===== config.mk =====
export PLATFORM = sky130hd
export DESIGN_NAME = sensor_frame_sync_auto_baud
export DESIGN_NICKNAME = d
export VERILOG_FILES = /design/src/sfsab_pkg.sv /design/src/sfsab_ram.sv /design/src/sensor_frame_sync_auto_baud.sv
export VERILOG_INCLUDE_DIRS = /design/src /design/src/src
export SDC_FILE = /design/constraint.sdc
export NUM_CORES = 1
export LEC_CHECK = 0
export BUFFER_PORTS_ARGS = -buffer_cell sky130_fd_sc_hd__clkbuf_2
export CORE_MARGIN = 3
export CORE_UTILIZATION = 32
export DETAILED_ROUTE_END_ITERATION = 8
export GPL_ROUTABILITY_DRIVEN = 0
export PLACE_DENSITY_LB_ADDON = 0.12
export SLEW_MARGIN = 15
export SYNTH_ARGS = -nofsm -noshare
export SYNTH_HDL_FRONTEND = slang
export SYNTH_HIERARCHICAL = 1
export SYNTH_SLANG_ARGS = --single-unit
export TNS_END_PERCENT = 100

===== constraint.sdc =====
create_clock -name clk -period 14.8 [get_ports clk]
set_input_delay 2.22 -clock clk [delete_from_list [all_inputs] [get_ports clk]]
set_output_delay 2.22 -clock clk [all_outputs]
set_load 0.005 [all_outputs]

===== src/sensor_frame_sync_auto_baud_macros.svh =====
// ----------------------------------------------------------------------------
// Assertion macros for the sensor frame synchroniser
// Shared helpers that clock each property on clk and disable it during reset.
// ----------------------------------------------------------------------------
`ifndef SENSOR_FRAME_SYNC_AUTO_BAUD_MACROS_SVH
`define SENSOR_FRAME_SYNC_AUTO_BAUD_MACROS_SVH

// Consequent checked in the same cycle as the antecedent.
`define SFSAB_ASSERT_SAME(label, ante, cons, msg) \
  label: assert property (@(posedge clk) disable iff (!rst_n) (ante) |-> (cons)) \
    else $error(msg);

// Consequent checked in the cycle after the antecedent.
`define SFSAB_ASSERT_NEXT(label, ante, cons, msg) \
  label: assert property (@(posedge clk) disable iff (!rst_n) (ante) |=> (cons)) \
    else $error(msg);

`endif


===== src/sfsab_pkg.sv =====
// ----------------------------------------------------------------------------
// sfsab_pkg
// Types and constants of the sensor frame synchroniser with baud search.
// ----------------------------------------------------------------------------
package sfsab_pkg;

  // Frame header bytes.
  localparam logic [7:0] HDR_FIRST  = 8'h42;
  localparam logic [7:0] HDR_SECOND = 8'h4D;

  // Frame store layout: two banks of BANK_SPAN bytes.
  localparam int unsigned BANK_SPAN   = 32;
  localparam int unsigned POS_W       = $clog2(BANK_SPAN);
  localparam int unsigned STORE_DEPTH = 2 * BANK_SPAN;
  localparam int unsigned FRAME_BYTES_DEF = 32;

  // Duplicate check: bytes CHK_FIRST..CHK_LAST must equal those CHK_DIST before.
  localparam logic [POS_W-1:0] CHK_FIRST = POS_W'(10);
  localparam logic [POS_W-1:0] CHK_LAST  = POS_W'(15);
  localparam logic [POS_W-1:0] CHK_DIST  = POS_W'(6);
  // Captured reading bytes 5..10 of a frame.
  localparam int unsigned CAP_BYTES = 6;
  localparam int unsigned CAP_W     = $clog2(CAP_BYTES);

  // Register widths.
  localparam int unsigned NOMINAL_W = 17;
  localparam int unsigned STEP_W    = 10;
  localparam int unsigned LIMIT_W   = 14;
  localparam int unsigned STRAY_W   = 8;
  localparam int unsigned CONFIRM_W = 3;
  localparam int unsigned OFFSET_W  = 15;
  localparam int unsigned CFG_ADDR_W = 3;
  localparam int unsigned CFG_DATA_W = NOMINAL_W;

  // Register reset values.
  localparam logic [NOMINAL_W-1:0] NOMINAL_RST = NOMINAL_W'(9600);
  localparam logic [STEP_W-1:0]    STEP_RST    = STEP_W'(100);
  localparam logic [LIMIT_W-1:0]   LIMIT_RST   = LIMIT_W'(4800);
  localparam logic [STRAY_W-1:0]   STRAY_RST   = STRAY_W'(64);
  localparam logic [CONFIRM_W-1:0] CONFIRM_RST = CONFIRM_W'(3);

  // Saturation bounds.
  localparam int OFFSET_MAX = 16383;
  localparam int RATE_MAX   = 131071;

  // Stream widths.
  localparam int unsigned IN_W      = 8;
  localparam int unsigned READING_W = 16;
  localparam int unsigned OUT_BITS  = 3 + NOMINAL_W + 3 * READING_W;
  localparam int unsigned OUT_W     = ((OUT_BITS + 7) / 8) * 8;

  // Register indexes of the configuration port.
  typedef enum logic [CFG_ADDR_W-1:0] {
    REG_NOMINAL_BAUD = 3'd0,
    REG_BAUD_STEP    = 3'd1,
    REG_OFFSET_LIMIT = 3'd2,
    REG_STRAY_LIMIT  = 3'd3,
    REG_CONFIRM_MAX  = 3'd4
  } cfg_reg_t;

  // Byte handed from the frame-assembly stage to the update stage.
  typedef struct packed {
    logic [7:0]       rx_byte;
    logic [POS_W-1:0] pos;
    logic             wr;
    logic             stray;
    logic             done;
  } s1_item_t;

endpackage


===== src/sfsab_ram.sv =====
// ----------------------------------------------------------------------------
// sfsab_ram
// Simple dual-port RAM: one write port, one read port with registered data.
// ----------------------------------------------------------------------------
module sfsab_ram #(
  parameter int unsigned WIDTH = 8,
  parameter int unsigned DEPTH = 64
) (
  input  logic                     clk,
  input  logic                     we,
  input  logic [$clog2(DEPTH)-1:0] waddr,
  input  logic [WIDTH-1:0]         wdata,
  input  logic                     re,
  input  logic [$clog2(DEPTH)-1:0] raddr,
  output logic [WIDTH-1:0]         rdata
);

  logic [WIDTH-1:0] mem [DEPTH];

  // Write port.
  always_ff @(posedge clk) begin
    if (we) begin
      mem[waddr] <= wdata;
    end
  end

  // Read port; data holds while no read is issued.
  always_ff @(posedge clk) begin
    if (re) begin
      rdata <= mem[raddr];
    end
  end

endmodule


===== src/sensor_frame_sync_auto_baud.sv =====
// ----------------------------------------------------------------------------
// sensor_frame_sync_auto_baud
// Sensor frame synchroniser with duplicate check and baud-rate search.
// ----------------------------------------------------------------------------
// The block accepts one received byte per clock cycle unless the output stalls,
// and returns exactly one result transaction for every byte through the stage
// register and the output register. Bytes are assembled into frames starting
// 0x42 0x4D and written into a two-bank frame RAM; the single read port fetches
// the byte six positions back for the duplicate check and for the readings, one
// byte per transaction, which sets the figure of one byte per cycle. The result
// stage and an output register let a new byte be taken while a result waits.
// ----------------------------------------------------------------------------
module sensor_frame_sync_auto_baud #(
  parameter int unsigned FRAME_BYTES = sfsab_pkg::FRAME_BYTES_DEF
) (
  input  logic                           clk,
  input  logic                           rst_n,
  // Input stream; tdata: [7:0] rx_byte.
  input  logic                           in_tvalid,
  output logic                           in_tready,
  input  logic [sfsab_pkg::IN_W-1:0]     in_tdata,
  // Result stream; tdata: [0] frame_done, [1] frame_ok, [2] baud_change,
  // [19:3] baud_rate, [35:20] pm1_reading, [51:36] pm25_reading,
  // [67:52] pm10_reading, [71:68] zero.
  output logic                           out_tvalid,
  input  logic                           out_tready,
  output logic [sfsab_pkg::OUT_W-1:0]    out_tdata,
  // Configuration write port.
  input  logic                           cfg_we,
  input  logic [sfsab_pkg::CFG_ADDR_W-1:0] cfg_addr,
  input  logic [sfsab_pkg::CFG_DATA_W-1:0] cfg_wdata
);

  import sfsab_pkg::*;

  `include "sensor_frame_sync_auto_baud_macros.svh"

  localparam int unsigned ADDR_W = $clog2(STORE_DEPTH);
  localparam logic [POS_W:0] FRAME_END = (POS_W+1)'(FRAME_BYTES);

  // Configuration registers.
  logic [NOMINAL_W-1:0] nominal_r;
  logic [STEP_W-1:0]    step_r;
  logic [LIMIT_W-1:0]   limit_r;
  logic [STRAY_W-1:0]   stray_limit_r;
  logic [CONFIRM_W-1:0] confirm_max_r;

  always_ff @(posedge clk) begin
    if (!rst_n) begin
      nominal_r     <= NOMINAL_RST;
      step_r        <= STEP_RST;
      limit_r       <= LIMIT_RST;
      stray_limit_r <= STRAY_RST;
      confirm_max_r <= CONFIRM_RST;
    end else if (cfg_we) begin
      case (cfg_addr)
        REG_NOMINAL_BAUD: nominal_r     <= cfg_wdata[NOMINAL_W-1:0];
        REG_BAUD_STEP:    step_r        <= cfg_wdata[STEP_W-1:0];
        REG_OFFSET_LIMIT: limit_r       <= cfg_wdata[LIMIT_W-1:0];
        REG_STRAY_LIMIT:  stray_limit_r <= cfg_wdata[STRAY_W-1:0];
        REG_CONFIRM_MAX:  confirm_max_r <= cfg_wdata[CONFIRM_W-1:0];
        default: ;
      endcase
    end
  end

  // Handshake and stage control.
  logic     s1_valid_r, s1_valid_nxt;
  s1_item_t s1_r, s1_nxt;
  logic     out_valid_r, out_valid_nxt;
  logic [OUT_W-1:0] out_data_r, out_data_nxt;
  logic     out_free, s1_fire, in_accept;

  assign out_free  = !out_valid_r || out_tready;
  assign s1_fire   = s1_valid_r && out_free;
  assign in_tready = !s1_valid_r || out_free;
  assign in_accept = in_tvalid && in_tready;

  // Frame assembly: header tracking, position and bank.
  logic [POS_W-1:0] byte_count_r, byte_count_nxt;
  logic             write_bank_r, write_bank_nxt;
  logic [7:0]       rx_byte;
  logic             hdr_go, hdr_drop, s0_wr, s0_done;
  logic [POS_W:0]   cnt_inc;

  assign rx_byte = in_tdata[7:0];

  always_comb begin
    hdr_go   = (byte_count_r != '0) || (rx_byte == HDR_FIRST);
    hdr_drop = (byte_count_r == POS_W'(1)) && (rx_byte != HDR_SECOND);
    s0_wr    = hdr_go && !hdr_drop;
    cnt_inc  = {1'b0, byte_count_r} + (POS_W+1)'(1);
    s0_done  = s0_wr && (cnt_inc >= FRAME_END);
    byte_count_nxt = byte_count_r;
    write_bank_nxt = write_bank_r;
    if (in_accept) begin
      if (hdr_drop || s0_done) begin
        byte_count_nxt = '0;
      end else if (s0_wr) begin
        byte_count_nxt = cnt_inc[POS_W-1:0];
      end
      if (s0_done) begin
        write_bank_nxt = !write_bank_r;
      end
    end
    s1_nxt.rx_byte = rx_byte;
    s1_nxt.pos     = byte_count_r;
    s1_nxt.wr      = s0_wr;
    s1_nxt.stray   = !hdr_go;
    s1_nxt.done    = s0_done;
  end

  always_ff @(posedge clk) begin
    if (!rst_n) begin
      byte_count_r <= '0;
      write_bank_r <= 1'b0;
    end else begin
      byte_count_r <= byte_count_nxt;
      write_bank_r <= write_bank_nxt;
    end
  end

  // Frame RAM: the new byte is written while the byte six places back is read.
  logic [7:0]        rd_data;
  logic [ADDR_W-1:0] ram_waddr, ram_raddr;

  assign ram_waddr = {write_bank_r, byte_count_r};
  assign ram_raddr = {write_bank_r, byte_count_r - CHK_DIST};

  sfsab_ram #(
    .WIDTH(8),
    .DEPTH(STORE_DEPTH)
  ) u_frame_ram (
    .clk  (clk),
    .we   (in_accept && s0_wr),
    .waddr(ram_waddr),
    .wdata(rx_byte),
    .re   (in_accept),
    .raddr(ram_raddr),
    .rdata(rd_data)
  );

  // Stage register between assembly and update.
  always_ff @(posedge clk) begin
    if (!rst_n) begin
      s1_valid_r <= 1'b0;
    end else begin
      s1_valid_r <= s1_valid_nxt;
    end
  end

  always_ff @(posedge clk) begin
    if (in_accept) begin
      s1_r <= s1_nxt;
    end
  end

  assign s1_valid_nxt = in_accept ? 1'b1 : (s1_fire ? 1'b0 : s1_valid_r);

  // Update stage: duplicate check, confirm counter, stray counter, offset.
  logic signed [OFFSET_W-1:0] offset_r, offset_nxt;
  logic [CONFIRM_W-1:0]       confirm_r, confirm_nxt;
  logic [STRAY_W-1:0]         stray_r, stray_nxt;
  logic                       mism_r, mism_nxt;
  logic [7:0]                 cap_r [CAP_BYTES];
  logic [7:0]                 cap_nxt [CAP_BYTES];
  logic [3*READING_W-1:0]     readings_r, readings_nxt;
  logic                       chk, mism_now, good, stray_hit, change;
  logic signed [16:0]         off_x, off_neg, off_inc;
  logic signed [18:0]         rate_sum;
  logic [NOMINAL_W-1:0]       rate;
  logic [CONFIRM_W-1:0]       confirm_dec;

  always_comb begin
    chk      = s1_r.wr && (s1_r.pos >= CHK_FIRST) && (s1_r.pos <= CHK_LAST);
    mism_now = chk && (rd_data != s1_r.rx_byte);
    mism_nxt = mism_r || mism_now;
    good     = !mism_nxt;

    // Capture reading bytes 5..9 from RAM, byte 10 from the stream.
    for (int i = 0; i < CAP_BYTES; i++) begin
      cap_nxt[i] = cap_r[i];
    end
    if (s1_r.wr && (s1_r.pos == CHK_FIRST)) begin
      cap_nxt[CAP_BYTES-1] = s1_r.rx_byte;
    end
    if (s1_r.wr && (s1_r.pos > CHK_FIRST) && (s1_r.pos <= CHK_LAST)) begin
      cap_nxt[CAP_W'(s1_r.pos - CHK_FIRST - POS_W'(1))] = rd_data;
    end

    readings_nxt = readings_r;
    confirm_nxt  = confirm_r;
    stray_nxt    = stray_r;
    offset_nxt   = offset_r;
    change       = 1'b0;
    stray_hit    = stray_r >= stray_limit_r;
    confirm_dec  = confirm_r - CONFIRM_W'(1);

    off_x   = 17'(offset_r);
    off_neg = -off_x;
    off_inc = off_neg + $signed({7'b0, step_r});

    if (s1_r.stray) begin
      if (stray_hit) begin
        offset_nxt = (offset_r > 0) ? OFFSET_W'(off_neg) : '0;
        change     = 1'b1;
        stray_nxt  = '0;
      end else begin
        stray_nxt = stray_r + STRAY_W'(1);
      end
    end

    if (s1_r.done) begin
      mism_nxt     = 1'b0;
      readings_nxt = {cap_nxt[5], cap_nxt[4], cap_nxt[3],
                      cap_nxt[2], cap_nxt[1], cap_nxt[0]};
      if (good) begin
        if (confirm_r < confirm_max_r) begin
          confirm_nxt = confirm_r + CONFIRM_W'(1);
        end
      end else begin
        if (confirm_r != '0) begin
          confirm_nxt = confirm_dec;
        end
        if (confirm_nxt == '0) begin
          if (off_x < $signed({3'b0, limit_r})) begin
            if (offset_r > 0) begin
              offset_nxt = OFFSET_W'(off_neg);
            end else if (off_inc > 17'(OFFSET_MAX)) begin
              offset_nxt = OFFSET_W'(OFFSET_MAX);
            end else begin
              offset_nxt = OFFSET_W'(off_inc);
            end
          end else begin
            offset_nxt = '0;
          end
          change = 1'b1;
        end
      end
    end

    // New rate from the updated offset, clamped to the field range.
    rate_sum = $signed({2'b0, nominal_r}) + 19'(offset_nxt);
    if (rate_sum < 0) begin
      rate = '0;
    end else if (rate_sum > 19'(RATE_MAX)) begin
      rate = NOMINAL_W'(RATE_MAX);
    end else begin
      rate = rate_sum[NOMINAL_W-1:0];
    end

    out_data_nxt = {(OUT_W - OUT_BITS)'(0),
                    readings_nxt,
                    change ? rate : NOMINAL_W'(0),
                    change,
                    s1_r.done && good,
                    s1_r.done};
  end

  always_ff @(posedge clk) begin
    if (!rst_n) begin
      offset_r   <= '0;
      confirm_r  <= '0;
      stray_r    <= '0;
      mism_r     <= 1'b0;
      readings_r <= '0;
    end else if (s1_fire) begin
      offset_r   <= offset_nxt;
      confirm_r  <= confirm_nxt;
      stray_r    <= stray_nxt;
      mism_r     <= mism_nxt;
      readings_r <= readings_nxt;
    end
  end

  always_ff @(posedge clk) begin
    if (s1_fire) begin
      for (int i = 0; i < CAP_BYTES; i++) begin
        cap_r[i] <= cap_nxt[i];
      end
    end
  end

  // Output register.
  assign out_valid_nxt = s1_fire ? 1'b1 : (out_tready ? 1'b0 : out_valid_r);

  always_ff @(posedge clk) begin
    if (!rst_n) begin
      out_valid_r <= 1'b0;
    end else begin
      out_valid_r <= out_valid_nxt;
    end
  end

  always_ff @(posedge clk) begin
    if (s1_fire) begin
      out_data_r <= out_data_nxt;
    end
  end

  assign out_tvalid = out_valid_r;
  assign out_tdata  = out_data_r;

  // Checks.
  `SFSAB_ASSERT_NEXT(a_frame_swap, in_accept && s0_done,
    (byte_count_r == '0) && (write_bank_r != $past(write_bank_r)),
    "frame completion did not swap banks and clear the position")
  `SFSAB_ASSERT_NEXT(a_rd_hold, s1_valid_r && !out_free,
    $stable(rd_data), "RAM read data changed while the update stage stalled")
  `SFSAB_ASSERT_NEXT(a_stray_offset, s1_fire && s1_r.stray && stray_hit,
    offset_r <= 0, "stray limit left a positive baud offset")

endmodule


==> results.md <==
- Status: completed
- Measured slew at the worst slew-check pin: roughly 1.2 ns
- # diodes: 0
- I/O pin count: around 110
- Peak VDD IR: 0.08438 mV
- Post-Syn Area: between 30000 and 40000 sq um
- Most area-hungry cell type in the Yosys netlist: edfxtp_1
- CP Capture Type: register
- Most instantiated library cell after synthesis: edfxtp_1
- Insertion delay of the later-clocked pin in the worst-skew pair: roughly 0.66 ns
- DR vias: 20138
- Post-DRT Antenna Nets: 0
- Detail Placement HPWL: about 56000 um
- Worst setup SP type: register
- GR Util All Layers: 0.1587
- Fillcell total: 9791
- Max Cap Viol: 0
- Final period util: 0.5387
- Period minus WS final: 7.972 ns
- Final std cells w/o fill: just under 4000
- Setup bufs post-CTS: 0
- Setup Skew: between 0.03 and 0.04 ns
- Detailed-route wire length per cell: 22.42 um
- Drt via density: approximately 5
- CORE AREA: ~100000 sq um
- Final wirelength: just under 90000 um
- Root Buffer: clkbuf_16
- Final Hold Fails: 0
- Post-synthesis cell count: ~2400
- Largest net degree at the start of global routing: between 90 and 100
- GR Overflow Total: 0
- Vias in the first global route: around 20000
- Synth top cells by count: edfxtp_1, nand2_1, nor2_1
- Pre-antenna DRT Iters: 5
- Initial detailed-routing violation count: between 1500 and 2000
- Max Fanout on Critical Path: 17
- Mapped Avg Cell Area: between 10 and 15 sq um
- Crit Path Category: register to register
- Placed insts: between 3000 and 4000
- CP arrival: around 8.5 ns
- Number of synthesized flops with an enable pin: approximately 650
- Setup tns final: 0 ns
- Num CTS Buffers: 89
- Worst min-delay path class: register to register
- Cts hold-fix bufs: 0
- Area Growth Syn to Fin: 14.00%
- Synth async-reset ratio: 0
- Finish-stage setup viols: 0
- Number of remaining DRC errors: 0
- # clock sinks: between 700 and 800
- Clock transition at path regs: ~0.060 ns
- Die Height: between 300 and 400 um
- Buffer depth of the longest clock path: 3
- Post-CTS Resized: 0
- #FFs+latches synth: 787
- Max Clk Rate: 125.4 MHz
- Synthesis Warnings: 6
- PwrDens: approximately 130 nW/um^2
- R2R Setup Slk: 6.83 ns
- First-pass GRT wire length: about 130000 um
- Die W: between 300 and 400 um
- Leakage power: ~13 nW
- Core Rows: about 120
- Layout cells sized above 1: 0.1719
- Worst endpoint required time: between 15 and 20 ns
- Slew headroom: 0.1853
- Top post-synthesis cells by area: edfxtp_1, mux4_2, dfxtp_1, nand2_1, ha_1
- Register area share after synthesis: 0.6559
- FF-to-FF path depth: 25
- Hold depth: 2
- RSZ-0062 raised after global routing: no
- Post-synth top area share: 0.5763
- Port Buffer Count: 102
- Initial antenna violation count: 2
- Post-layout total power: between 4 and 5 mW
- CTS tree: yes
- Fin nets: around 2600
- Final Max Slew Viols: 0
- Distinct cell type count after synthesis: 84
- Main synth FF type: edfxtp_1
- CTS H-tree lvls: 3
- Die area: approximately 110000 sq um
- Initial Util: 0.3255
-- state kept, by name, summed over array words and instances (netlist names), 3 cells and up --
signal             count
u_frame_ram/mem      512
out_tdata             68
cap_r                 48
readings_r            48
nominal_r             17
offset_r              15
s1_r                  15
limit_r               14
step_r                10
stray_limit_r          8
stray_r                8
u_frame_ram/rdata      8
byte_count_r           5
confirm_max_r          3
confirm_r              3
-- report_power, final --
part / total, mW / internal (mW) / leakage, nW / switching (mW)
clock network: 2.14 / 1.25 / 1.38 / 0.886
logic: 0.272 / 0.0907 / 4.74 / 0.181
registers: 2.45 / 2.43 / 7.04 / 0.0212
total: 4.86 / 3.77 / 13.2 / 1.09
-- cell type report --
cell class | instances | area, sq um | share of cell area
Multi-Input combinational cell | 1374 | 10770 | 0.2781
Sequential cell | 787 | 22290 | 0.5754
Clock inverter | 39 | 350.3 | 0.009046
Tap cell | 1380 | 1727 | 0.04458
Inverter | 94 | 360.3 | 0.009304
Clock buffer | 124 | 2470 | 0.06377
Timing Repair Buffer | 136 | 765.7 | 0.01977
-- cells in the final DEF, fill, tap and decap left out, drive strengths merged, types with 11 or more instances in the layout --
master,instances
a211oi,11
a21boi,46
a21o,27
a21oi,91
a31oi,12
and2,14
and3,11
buf,34
clkbuf,226
clkinv,28
dfxtp,135
edfxtp,652
ha,67
inv,99
mux2,21
mux2i,76
mux4,126
nand2,239
nand2b,21
nand3,35
nor2,172
nor2b,23
nor3,24
o21a,13
o21ai,120
or3,11
xnor2,38
xor2,15
-- worst max-delay path: stages, from the launching register on --
cell and delay [ns]:
dfxtp_1 0.40, inv_1 0.12, ha_1 0.36, or4b_1 0.65
nor4_1 0.28, xnor2_1 0.15, ha_1 0.22, a21oi_1 0.21
or4b_2 0.63, o22ai_1 0.36, nor2_1 0.11, mux2i_1 0.14
o21ai_1 0.91, a211oi_1 0.11, o22ai_1 0.28, ha_1 0.24
inv_1 0.07, fa_1 0.40, nor2b_1 0.16, o31ai_1 0.13
a32oi_1 0.36, a22o_1 0.22, o41ai_1 0.10, or2_2 0.30
mux2i_2 0.67, a31o_2 0.27
-- per-stage QoR --
stage | worst slack [ns] | hold WS (ns) | util | instance area [sq um]
6_report | 6.828 | 0.4548 | 0.3710 | 38730
2_1_floorplan | 8.077 | 0.4257 | - | 33980
3_5_place_dp | 6.994 | 0.4423 | 0.3440 | 35910
5_1_grt | 6.279 | 0.4771 | 0.3710 | 38730
4_1_cts | 6.959 | 0.4547 | 0.3710 | 38730
3_3_place_gp | 7.127 | 0.4349 | 0.3440 | 35900
-- final timing paths --
path,to,from
worst max-delay path,out_tdata[9],offset_r[0]
worst min-delay path,readings_r[15],readings_r[15]
worst max register to register,out_tdata[9],offset_r[0]
worst min register to register,readings_r[15],readings_r[15]
-- layer usage --
metal,vias to the layer above,GRT usage,part of all wire
li1,9215,-,-
met1,10317,0.2258,0.47
met2,483,0.2536,0.47
met3,123,0.02544,0.044
met4,0,0.04098,0.024
met5,-,0,0
-- cell families after synthesis --
family          share of synthesized area
xor+xnor                          0.01366
fa+ha+maj                         0.02585
flops                              0.6559
other cells                     0.0001104
simple gates                      0.08187
mux                                0.1130
buf+inv                           0.02935
compound gates                    0.08029
(Power assumes the default switching activity.)
